[config.mk]
export PLATFORM = sky130hd
export DESIGN_NAME = undo_stack_with_milestones_core
export DESIGN_NICKNAME = d
export VERILOG_FILES = /design/src/usm_pkg.sv /design/src/usm_front.sv /design/src/usm_cmd_fifo.sv /design/src/usm_back.sv /design/src/undo_stack_with_milestones_core.sv
export VERILOG_INCLUDE_DIRS = /design/src /design/src/src
export SDC_FILE = /design/constraint.sdc
export NUM_CORES = 2
export LEC_CHECK = 0
export BUFFER_PORTS_ARGS = -buffer_cell sky130_fd_sc_hd__buf_2
export CORE_ASPECT_RATIO = 0.8
export CORE_MARGIN = 3
export CORE_UTILIZATION = 45
export DETAILED_ROUTE_END_ITERATION = 8
export MAX_ROUTING_LAYER = met4
export PLACE_DENSITY = 0.67
export SYNTH_ARGS = -nofsm -noshare
export SYNTH_HDL_FRONTEND = slang
export SYNTH_HIERARCHICAL = 1
export SYNTH_SLANG_ARGS = --single-unit
export TNS_END_PERCENT = 1
[constraint.sdc]
create_clock -name clk -period 5.41 [get_ports clk]
set_input_delay 0.541 -clock clk [delete_from_list [all_inputs] [get_ports clk]]
set_output_delay 0.541 -clock clk [all_outputs]
set_load 0.05 [all_outputs]
[src/assert_macros.svh]
// Assertion macros used by the undo stack engine RTL.
`ifndef ASSERT_MACROS_SVH
`define ASSERT_MACROS_SVH

// Implication in the same cycle, checked on every rising edge out of reset.
`define USM_ASSERT_IMP(lbl, ante, cons) \
  lbl: assert property (@(posedge clk) disable iff (!rst_n) (ante) |-> (cons)) \
    else $error("undo stack assertion failed");

// Implication in the next cycle, checked on every rising edge out of reset.
`define USM_ASSERT_NXT(lbl, ante, cons) \
  lbl: assert property (@(posedge clk) disable iff (!rst_n) (ante) |=> (cons)) \
    else $error("undo stack assertion failed");

`endif

[src/usm_pkg.sv]
// Types and codes shared by the undo stack modules.
`timescale 1ns / 1ps
package usm_pkg;

  // Default number of stack entries.
  localparam int DEPTH_DEF = 64;

  // Command codes of the input word.
  localparam logic [1:0] CMD_RECORD = 2'd0;
  localparam logic [1:0] CMD_MARK   = 2'd1;
  localparam logic [1:0] CMD_POP    = 2'd2;
  localparam logic [1:0] CMD_NONE   = 2'd3;

  // Status codes of the result word.
  localparam logic [1:0] ST_OK       = 2'd0;
  localparam logic [1:0] ST_IGNORED  = 2'd1;
  localparam logic [1:0] ST_OVERFLOW = 2'd2;
  localparam logic [1:0] ST_NO_MARK  = 2'd3;

  // Input word.
  typedef struct packed {
    logic [1:0]  cmd;
    logic [7:0]  op_type;
    logic [31:0] op_object;
  } in_word_t;

  // Result word.
  typedef struct packed {
    logic        is_entry;
    logic [7:0]  undo_type;
    logic [31:0] undo_object;
    logic [1:0]  status;
    logic [6:0]  milestone_level;
    logic        last;
  } out_word_t;

  // Decoded command as it travels from the front end to the back end.
  typedef struct packed {
    logic [1:0]  op;
    logic [7:0]  op_type;
    logic [31:0] op_object;
  } job_word_t;

  // One stack entry.
  typedef struct packed {
    logic        is_mark;
    logic [7:0]  kind;
    logic [31:0] handle;
  } entry_t;

endpackage

[src/usm_front.sv]
// Front end: takes input words, decodes the command and holds it in a register.
`timescale 1ns / 1ps
module usm_front import usm_pkg::*; (
  input  logic      clk,
  input  logic      rst_n,
  input  logic      in_valid,
  output logic      in_ready,
  input  in_word_t  in_data,
  output logic      fr_valid,
  input  logic      fr_ready,
  output job_word_t fr_job
);

  logic      valid_r, valid_nxt;
  job_word_t job_r, job_nxt;
  logic      accept;

  // The register may take a new word whenever its contents leave in the same cycle.
  assign in_ready = !valid_r || fr_ready;
  assign accept   = in_valid && in_ready;
  assign fr_valid = valid_r;
  assign fr_job   = job_r;

  // Decode: only a record carries a payload onwards; other commands clear it.
  always_comb begin
    valid_nxt = valid_r && !fr_ready;
    job_nxt   = job_r;
    if (accept) begin
      valid_nxt  = 1'b1;
      job_nxt.op = in_data.cmd;
      unique case (in_data.cmd)
        CMD_RECORD: begin
          job_nxt.op_type   = in_data.op_type;
          job_nxt.op_object = in_data.op_object;
        end
        default: begin
          job_nxt.op_type   = '0;
          job_nxt.op_object = '0;
        end
      endcase
    end
  end

  always_ff @(posedge clk) begin
    if (!rst_n) begin
      valid_r <= 1'b0;
    end else begin
      valid_r <= valid_nxt;
    end
    job_r <= job_nxt;
  end

endmodule

[src/usm_cmd_fifo.sv]
// Two-word queue that decouples the command front end from the stack engine.
`timescale 1ns / 1ps
module usm_cmd_fifo import usm_pkg::*; (
  input  logic      clk,
  input  logic      rst_n,
  input  logic      s_valid,
  output logic      s_ready,
  input  job_word_t s_job,
  output logic      m_valid,
  input  logic      m_ready,
  output job_word_t m_job
);

  localparam int QDEPTH = 2;
  localparam int QAW    = $clog2(QDEPTH);
  localparam int QCW    = $clog2(QDEPTH + 1);

  job_word_t        slot_r [QDEPTH];
  logic [QAW-1:0]   wp_r, wp_nxt, rp_r, rp_nxt;
  logic [QCW-1:0]   cnt_r, cnt_nxt;
  logic             push, pop;

  assign s_ready = cnt_r != QCW'(QDEPTH);
  assign m_valid = cnt_r != '0;
  assign m_job   = slot_r[rp_r];
  assign push    = s_valid && s_ready;
  assign pop     = m_valid && m_ready;

  // Pointer and count update.
  always_comb begin
    wp_nxt  = push ? QAW'(wp_r + 1'b1) : wp_r;
    rp_nxt  = pop ? QAW'(rp_r + 1'b1) : rp_r;
    cnt_nxt = cnt_r;
    if (push && !pop) begin
      cnt_nxt = cnt_r + 1'b1;
    end else if (pop && !push) begin
      cnt_nxt = cnt_r - 1'b1;
    end
  end

  always_ff @(posedge clk) begin
    if (!rst_n) begin
      wp_r  <= '0;
      rp_r  <= '0;
      cnt_r <= '0;
    end else begin
      wp_r  <= wp_nxt;
      rp_r  <= rp_nxt;
      cnt_r <= cnt_nxt;
    end
    if (push) begin
      slot_r[wp_r] <= s_job;
    end
  end

endmodule

[src/usm_back.sv]
// Stack engine: holds the entry store and counters, executes commands, drives results.
`timescale 1ns / 1ps
`include "assert_macros.svh"
module usm_back import usm_pkg::*; #(
  parameter int DEPTH = DEPTH_DEF
) (
  input  logic      clk,
  input  logic      rst_n,
  input  logic      q_valid,
  output logic      q_ready,
  input  job_word_t q_job,
  output logic      out_valid,
  input  logic      out_ready,
  output out_word_t out_data
);

  localparam int AW = (DEPTH > 1) ? $clog2(DEPTH) : 1;
  localparam int CW = $clog2(DEPTH + 1);

  localparam logic BK_IDLE = 1'b0;
  localparam logic BK_POP  = 1'b1;

  // Entry store and its registered read port.
  entry_t         mem [DEPTH];
  entry_t         rd_q;
  logic           wr_en, rd_en;
  logic [AW-1:0]  wr_addr, rd_addr;
  entry_t         wr_data;

  logic           state_r, state_nxt;
  logic [CW-1:0]  fill_r, fill_nxt, open_r, open_nxt, ptr_r, ptr_nxt;
  logic [CW-1:0]  fill_dec, ptr_dec, ptr_dec2;
  logic           out_valid_r, out_valid_nxt;
  out_word_t      out_r, out_nxt;
  logic           slot_free, full, take, pop_done;

  function automatic out_word_t done_word(input logic [1:0] st, input logic [CW-1:0] lvl);
    out_word_t w;
    w                 = '0;
    w.status          = st;
    w.milestone_level = 7'(lvl);
    w.last            = 1'b1;
    return w;
  endfunction

  assign slot_free = !out_valid_r || out_ready;
  assign full      = fill_r == CW'(DEPTH);
  assign fill_dec  = fill_r - CW'(1);
  assign ptr_dec   = ptr_r - CW'(1);
  assign ptr_dec2  = ptr_r - CW'(2);
  assign q_ready   = (state_r == BK_IDLE) && slot_free;
  assign take      = q_valid && q_ready;
  assign wr_addr   = fill_r[AW-1:0];
  assign out_valid = out_valid_r;
  assign out_data  = out_r;

  // Command execution and the pop walk. During a pop rd_q always holds entry ptr_r - 1.
  always_comb begin
    state_nxt     = state_r;
    fill_nxt      = fill_r;
    open_nxt      = open_r;
    ptr_nxt       = ptr_r;
    out_valid_nxt = out_valid_r && !out_ready;
    out_nxt       = out_r;
    wr_en         = 1'b0;
    wr_data       = '0;
    rd_en         = 1'b0;
    rd_addr       = fill_dec[AW-1:0];
    pop_done      = 1'b0;
    unique case (state_r)
      BK_IDLE: begin
        if (take) begin
          unique case (q_job.op)
            CMD_RECORD: begin
              if (open_r == '0) begin
                out_nxt = done_word(ST_IGNORED, open_r);
              end else if (full) begin
                out_nxt = done_word(ST_OVERFLOW, open_r);
              end else begin
                wr_en          = 1'b1;
                wr_data.kind   = q_job.op_type;
                wr_data.handle = q_job.op_object;
                fill_nxt       = fill_r + CW'(1);
                out_nxt        = done_word(ST_OK, open_r);
              end
              out_valid_nxt = 1'b1;
            end
            CMD_MARK: begin
              if (full) begin
                out_nxt = done_word(ST_OVERFLOW, open_r);
              end else begin
                wr_en           = 1'b1;
                wr_data.is_mark = 1'b1;
                fill_nxt        = fill_r + CW'(1);
                open_nxt        = open_r + CW'(1);
                out_nxt         = done_word(ST_OK, open_nxt);
              end
              out_valid_nxt = 1'b1;
            end
            CMD_POP: begin
              if (open_r == '0) begin
                out_nxt       = done_word(ST_NO_MARK, open_r);
                out_valid_nxt = 1'b1;
              end else begin
                // The mark counts as gone for every result of this pop.
                open_nxt  = open_r - CW'(1);
                ptr_nxt   = fill_r;
                rd_en     = 1'b1;
                rd_addr   = fill_dec[AW-1:0];
                state_nxt = BK_POP;
              end
            end
            default: begin
              out_nxt       = done_word(ST_OK, open_r);
              out_valid_nxt = 1'b1;
            end
          endcase
        end
      end
      BK_POP: begin
        if (slot_free) begin
          out_valid_nxt = 1'b1;
          if (rd_q.is_mark) begin
            out_nxt   = done_word(ST_OK, open_r);
            fill_nxt  = ptr_dec;
            state_nxt = BK_IDLE;
            pop_done  = 1'b1;
          end else begin
            out_nxt                 = '0;
            out_nxt.is_entry        = 1'b1;
            out_nxt.undo_type       = rd_q.kind;
            out_nxt.undo_object     = rd_q.handle;
            out_nxt.status          = ST_OK;
            out_nxt.milestone_level = 7'(open_r);
            ptr_nxt                 = ptr_dec;
            rd_en                   = 1'b1;
            rd_addr                 = ptr_dec2[AW-1:0];
          end
        end
      end
      default: begin
        state_nxt = BK_IDLE;
      end
    endcase
  end

  // Entry store: one write port, one registered read port.
  always_ff @(posedge clk) begin
    if (wr_en) begin
      mem[wr_addr] <= wr_data;
    end
    if (rd_en) begin
      rd_q <= mem[rd_addr];
    end
  end

  always_ff @(posedge clk) begin
    if (!rst_n) begin
      state_r     <= BK_IDLE;
      fill_r      <= '0;
      open_r      <= '0;
      ptr_r       <= '0;
      out_valid_r <= 1'b0;
    end else begin
      state_r     <= state_nxt;
      fill_r      <= fill_nxt;
      open_r      <= open_nxt;
      ptr_r       <= ptr_nxt;
      out_valid_r <= out_valid_nxt;
    end
    out_r <= out_nxt;
  end

  // Every open milestone occupies an entry, and the store never overfills.
  `USM_ASSERT_IMP(a_fill_bound, 1'b1, fill_r <= CW'(DEPTH))
  `USM_ASSERT_IMP(a_open_bound, state_r == BK_IDLE, open_r <= fill_r)
  // Reaching the mark always closes the pop with a final word.
  `USM_ASSERT_NXT(a_pop_close, pop_done, out_valid_r && out_r.last && !out_r.is_entry)
  // An undone entry is never the final word and always carries status ok.
  `USM_ASSERT_IMP(a_entry_word, out_valid_r && out_r.is_entry,
                  !out_r.last && out_r.status == ST_OK)

endmodule

[src/undo_stack_with_milestones_core.sv]
// Top level of the undo stack with milestones: front end, command queue and stack engine.
//
//   Channel   Direction  Handshake              Word
//   in_       input      in_valid / in_ready    in_word_t  (cmd, op_type, op_object)
//   out_      output     out_valid / out_ready  out_word_t (entry or final word)
//
// A pop first starts the store read, then gives one word per undone entry and then
// the final word; the single read port of the store sets this order.
// A word passes through the front register, the queue and the output register.
// Output stalls hold the engine, and the queue keeps accepting input until it fills.
// Reset is synchronous, active low.
`timescale 1ns / 1ps
module undo_stack_with_milestones_core import usm_pkg::*; #(
  parameter int DEPTH = DEPTH_DEF
) (
  input  logic      clk,
  input  logic      rst_n,
  input  logic      in_valid,
  output logic      in_ready,
  input  in_word_t  in_data,
  output logic      out_valid,
  input  logic      out_ready,
  output out_word_t out_data
);

  logic      fr_valid, fr_ready;
  job_word_t fr_job;
  logic      q_valid, q_ready;
  job_word_t q_job;

  // Decode stage.
  usm_front u_front (
    .clk      (clk),
    .rst_n    (rst_n),
    .in_valid (in_valid),
    .in_ready (in_ready),
    .in_data  (in_data),
    .fr_valid (fr_valid),
    .fr_ready (fr_ready),
    .fr_job   (fr_job)
  );

  // Queue between decode and execution.
  usm_cmd_fifo u_fifo (
    .clk     (clk),
    .rst_n   (rst_n),
    .s_valid (fr_valid),
    .s_ready (fr_ready),
    .s_job   (fr_job),
    .m_valid (q_valid),
    .m_ready (q_ready),
    .m_job   (q_job)
  );

  // Stack engine.
  usm_back #(
    .DEPTH (DEPTH)
  ) u_back (
    .clk       (clk),
    .rst_n     (rst_n),
    .q_valid   (q_valid),
    .q_ready   (q_ready),
    .q_job     (q_job),
    .out_valid (out_valid),
    .out_ready (out_ready),
    .out_data  (out_data)
  );

endmodule

==> results.tsv <==
stage	metric	value	unit
place	placedCellCount	9102	
routing	drt_iter0_markers	9493	
timing	fmax	230.4	MHz
finish	finish.net_count	6189	
power	p_sw	19.44	mW
logic_synthesis	synth.area.top_cells	edfxtp_1, mux4_2, a22oi_1	
cts	clkLatencyLatePin	0.87	ns
global_routing	grt-ovfl-total	0	
setup_path	path_class	register to register	
setup_path	crit-reg2reg-launch	u_back/fill_r[1]$_SDFFE_PN0P_	
finish	fillers	19160	
cts	clk_transition_reported_paths	0.06	ns
power	combPwrFrac	0.276	
logic_synthesis	synth_cell_type_count	74	
cts	hold_buffers	43	
power	p_int	42.49	mW
logic_synthesis	synth-main-ff-cell	edfxtp_1	
logic_synthesis	synth.top_cell.area_share	0.7615	
setup_path	endpoint_kind	register	
timing	tns	0	ns
setup_path	reg2reg_to	u_back/rd_q[9]$_DFFE_PP_	
power	p_leak	38.21	nW
finish	regArea	0.08593	mm²
cts	cts_inserted_buffers	287	
timing	maxSlewHeadroom	0.1199	
finish	syn2layout_area_growth	14.18	%
floorplanning	core	0.2472	mm²
finish	multi_input_area	0.02508	mm²
global_routing	grt_pass1_wl	440000	µm
setup_path	crit_end	u_back/rd_q[9]$_DFFE_PP_	
timing	tightest_slew	1.320	ns
finish	drive_above_1_share	0.2323	
place	hpwl	177100	µm
logic_synthesis	avgSynthCellArea	19.27	µm²
power	power.density	484.0	mW/mm²
finish	instances_no_fill	9667	
timing	layout_min_cycle_time	4.341	ns
floorplanning	rows	163	
routing	vias_per_cell	6.286	
floorplanning	initial_utilization	0.4534	
setup_path	startpoint_type	register	
cts	cts.sinks	2871	
place	place_area	0.1185	mm²
power	switching_share	0.3139	
cts	cts-root-buf	clkbuf_16	
logic_synthesis	yosys.area.top_type	edfxtp_1	
floorplanning	die_x	563.9	µm
cts	postCtsSetupBuffers	0	
setup_path	required	6.14	ns
routing	drt-wirelength-per-cell	32.02	µm
logic_synthesis	syn_area	0.1121	mm²
routing	wl	309600	µm
status	status	finished clean	
logic_synthesis	synthArstFlopShare	0	
routing	vias	60770	
cts	cts_tree	built	
setup_path	r2r.worst_path.cells	9	
timing	setup_viol	0	
power	seq_power_share	0.413	
floorplanning	pin_count	99	
hold_path	min_path_type	input pin to register	
setup_path	critPathArrivalTime	5.07	ns
cts	htreeDepth	5	
cts	clockBufferDepth	4	
timing	skew	0.06384	ns
place	numPortBuffers	98	
floorplanning	fp.dieH	452.4	µm
timing	rsz0062_at_grt	no	
setup_path	cp_max_fo	42	
timing	slew_violations	0	
logic_synthesis	synth_edf_count	2842	
setup_path	ff2ff_setup_slack	1.07	ns
routing	dr.pass1.iters	7	
run	maxCapViolCount	0	
global_routing	grt_max_degree	106	
logic_synthesis	synth_fp_nets	5870	
global_routing	antenna_found_initial	13	
global_routing	grt_pass1_vias	59120	
routing	ant_nets	0	
floorplanning	die-area	0.2551	mm²
timing	period_share	0.8023	
power	peakVddDrop	0.6482	mV
routing	drc	0	
logic_synthesis	ys_seq_area_frac	0.7667	
setup_path	worstSetupStartpoint	u_back/fill_r[1]$_SDFFE_PN0P_	
power	clock_power_share	0.311	
cts	ctsResizeCount	0	
place	place_congestion	0.8986	
finish	final_area	0.1280	mm²
timing	hold_violations	0	
global_routing	grtUsageTotal	0.2476	
logic_synthesis	ys_seq_elements	2871	
logic_synthesis	yosysWarnings	6	
logic_synthesis	synthCells	5815	
timing	whs	0.2911	ns
-- logic make-up after synthesis --
group,Yosys count,share of synthesized area
AOI/OAI and AO/OA,777,0.05245
xor gates and xnor gates,25,0.001954
adders and majority gates,9,0.001005
buffers and inverters,394,0.01571
DFF,2871,0.7667
muxes,654,0.1135
and+or+nand+nor,1085,0.04867
-- stage by stage --
stage	power [mW]	utilization	setup WS, ns
global placement	42.77	0.4795	1.195
finish	61.93	0.5177	1.069
detailed placement	42.89	0.4795	1.108
CTS	62.01	0.5175	1.177
global route	63.93	0.5176	1.015
floorplan	36.83	-	0.8714
-- Yosys cell counts, drive strengths merged, types with 26 or more instances --
master / n
and3: 94
a311oi: 54
a22oi: 233
mux2i: 94
mux4: 482
nand3: 62
and2: 131
clkbuf: 200
dfxtp: 29
buf: 178
edfxtp: 2842
a311o: 36
nor3: 26
nor2: 130
a211o: 27
mux2: 78
a21oi: 88
a32oi: 50
a211oi: 130
or4: 30
nand2: 420
o21ai: 62
nand2b: 107
nand4: 36
-- per-layer routing --
metal	global-route usage	vias up	part of all wire
li1	-	24560	-
met1	0.3513	31660	0.39
met2	0.3576	3980	0.45
met3	0.06115	569	0.13
met4	0.07083	0	0.033
met5	-	-	0
-- cells in the final DEF (no fill, tap or decap), types with 15 or more instances in the layout --
cell and instances:
mux2i_1 94, nand4_1 36, diode_2 18, clkbuf_16 291
o21ai_0 59, nor2_1 66, o2111ai_1 24, or4_1 30
bufinv_16 22, and2_2 41, buf_4 200, buf_12 67
clkbuf_1 56, mux4_2 482, dlygate4sd3_1 43, nand3_1 61
nor2_4 63, a21oi_1 87, mux2_2 66, a211o_1 27
a311o_1 36, xnor2_1 22, a311oi_1 54, nand2_1 417
buf_2 98, clkinv_2 51, edfxtp_1 2842, a22o_1 19
clkinv_1 56, a22oi_1 232, and3_1 90, dfxtp_1 26
a32oi_1 50, a211oi_1 129, nand2b_1 104, and2_1 88
nor3_2 15
-- state kept, by name (all words and copies together), names as in the netlist, named ones only --
| register | flops |
|---|---|
| u_fifo/rp_r | 1 |
| u_fifo/slot_r | 84 |
| u_front/fr_valid | 1 |
| u_back/open_r | 7 |
| u_back/out_valid | 1 |
| u_fifo/wp_r | 1 |
| u_back/state_r | 1 |
| u_front/fr_job | 42 |
| u_back/fill_r | 7 |
| u_fifo/cnt_r | 2 |
| u_back/rd_q | 41 |
| u_back/out_data | 51 |
| u_back/ptr_r | 7 |
| u_back/mem | 2624 |
-- worst min-delay path by stage --
stage / start / to / slack (ns) / cells past startpoint
3_5_place_dp: u_front/fr_job[28]$_SDFFCE_PP0P_ / u_fifo/slot_r[1][28]$_DFFE_PP_ / 0.43 / 0
4_1_cts: rst_n / u_back/state_r$_SDFF_PN0_ / 0.24 / 2
3_3_place_gp: u_front/fr_job[38]$_SDFFCE_PP0P_ / u_fifo/slot_r[0][38]$_DFFE_PP_ / 0.42 / 0
5_1_grt: rst_n / u_back/fill_r[5]$_SDFFE_PN0P_ / 0.27 / 2
2_1_floorplan: u_front/fr_job[0]$_SDFFCE_PP0P_ / u_fifo/slot_r[0][0]$_DFFE_PP_ / 0.42 / 0
6_report: rst_n / u_front/fr_valid$_SDFF_PN0_ / 0.29 / 2
-- layout make-up --
class                           instances  share of cell area
Multi-Input combinational cell       2550              0.1960
Sequential cell                      2871              0.6716
Clock inverter                        157             0.01137
Timing Repair Buffer                  408             0.02941
Antenna cell                           18           0.0003520
Inverter                               16           0.0004889
Tap cell                             3300             0.03227
Clock buffer                          347             0.05855
-- power by group through the flow --
| stage | clock [mW] | combinational [mW] | sequential [mW] |
|---|---|---|---|
| 3_3_place_gp | 0 | 16.8 | 26.0 |
| 2_1_floorplan | 0 | 10.3 | 26.6 |
| 4_1_cts | 19.5 | 16.9 | 25.6 |
| 3_5_place_dp | 0 | 16.9 | 26.0 |
| 6_report | 19.3 | 17.1 | 25.6 |
| 5_1_grt | 20.4 | 17.9 | 25.6 |
-- worst max-delay path, cell delays in order (launching register included) --
cell and delay, ns:
dfxtp_1 0.49, inv_1 0.20, ha_1 0.37, o21ai_1 0.41, nand2_4 0.53, nor3_2 1.18, buf_4 0.48, a22oi_1 0.11
nand4_1 0.24, or4_1 0.15
(Power assumes the default switching activity.)
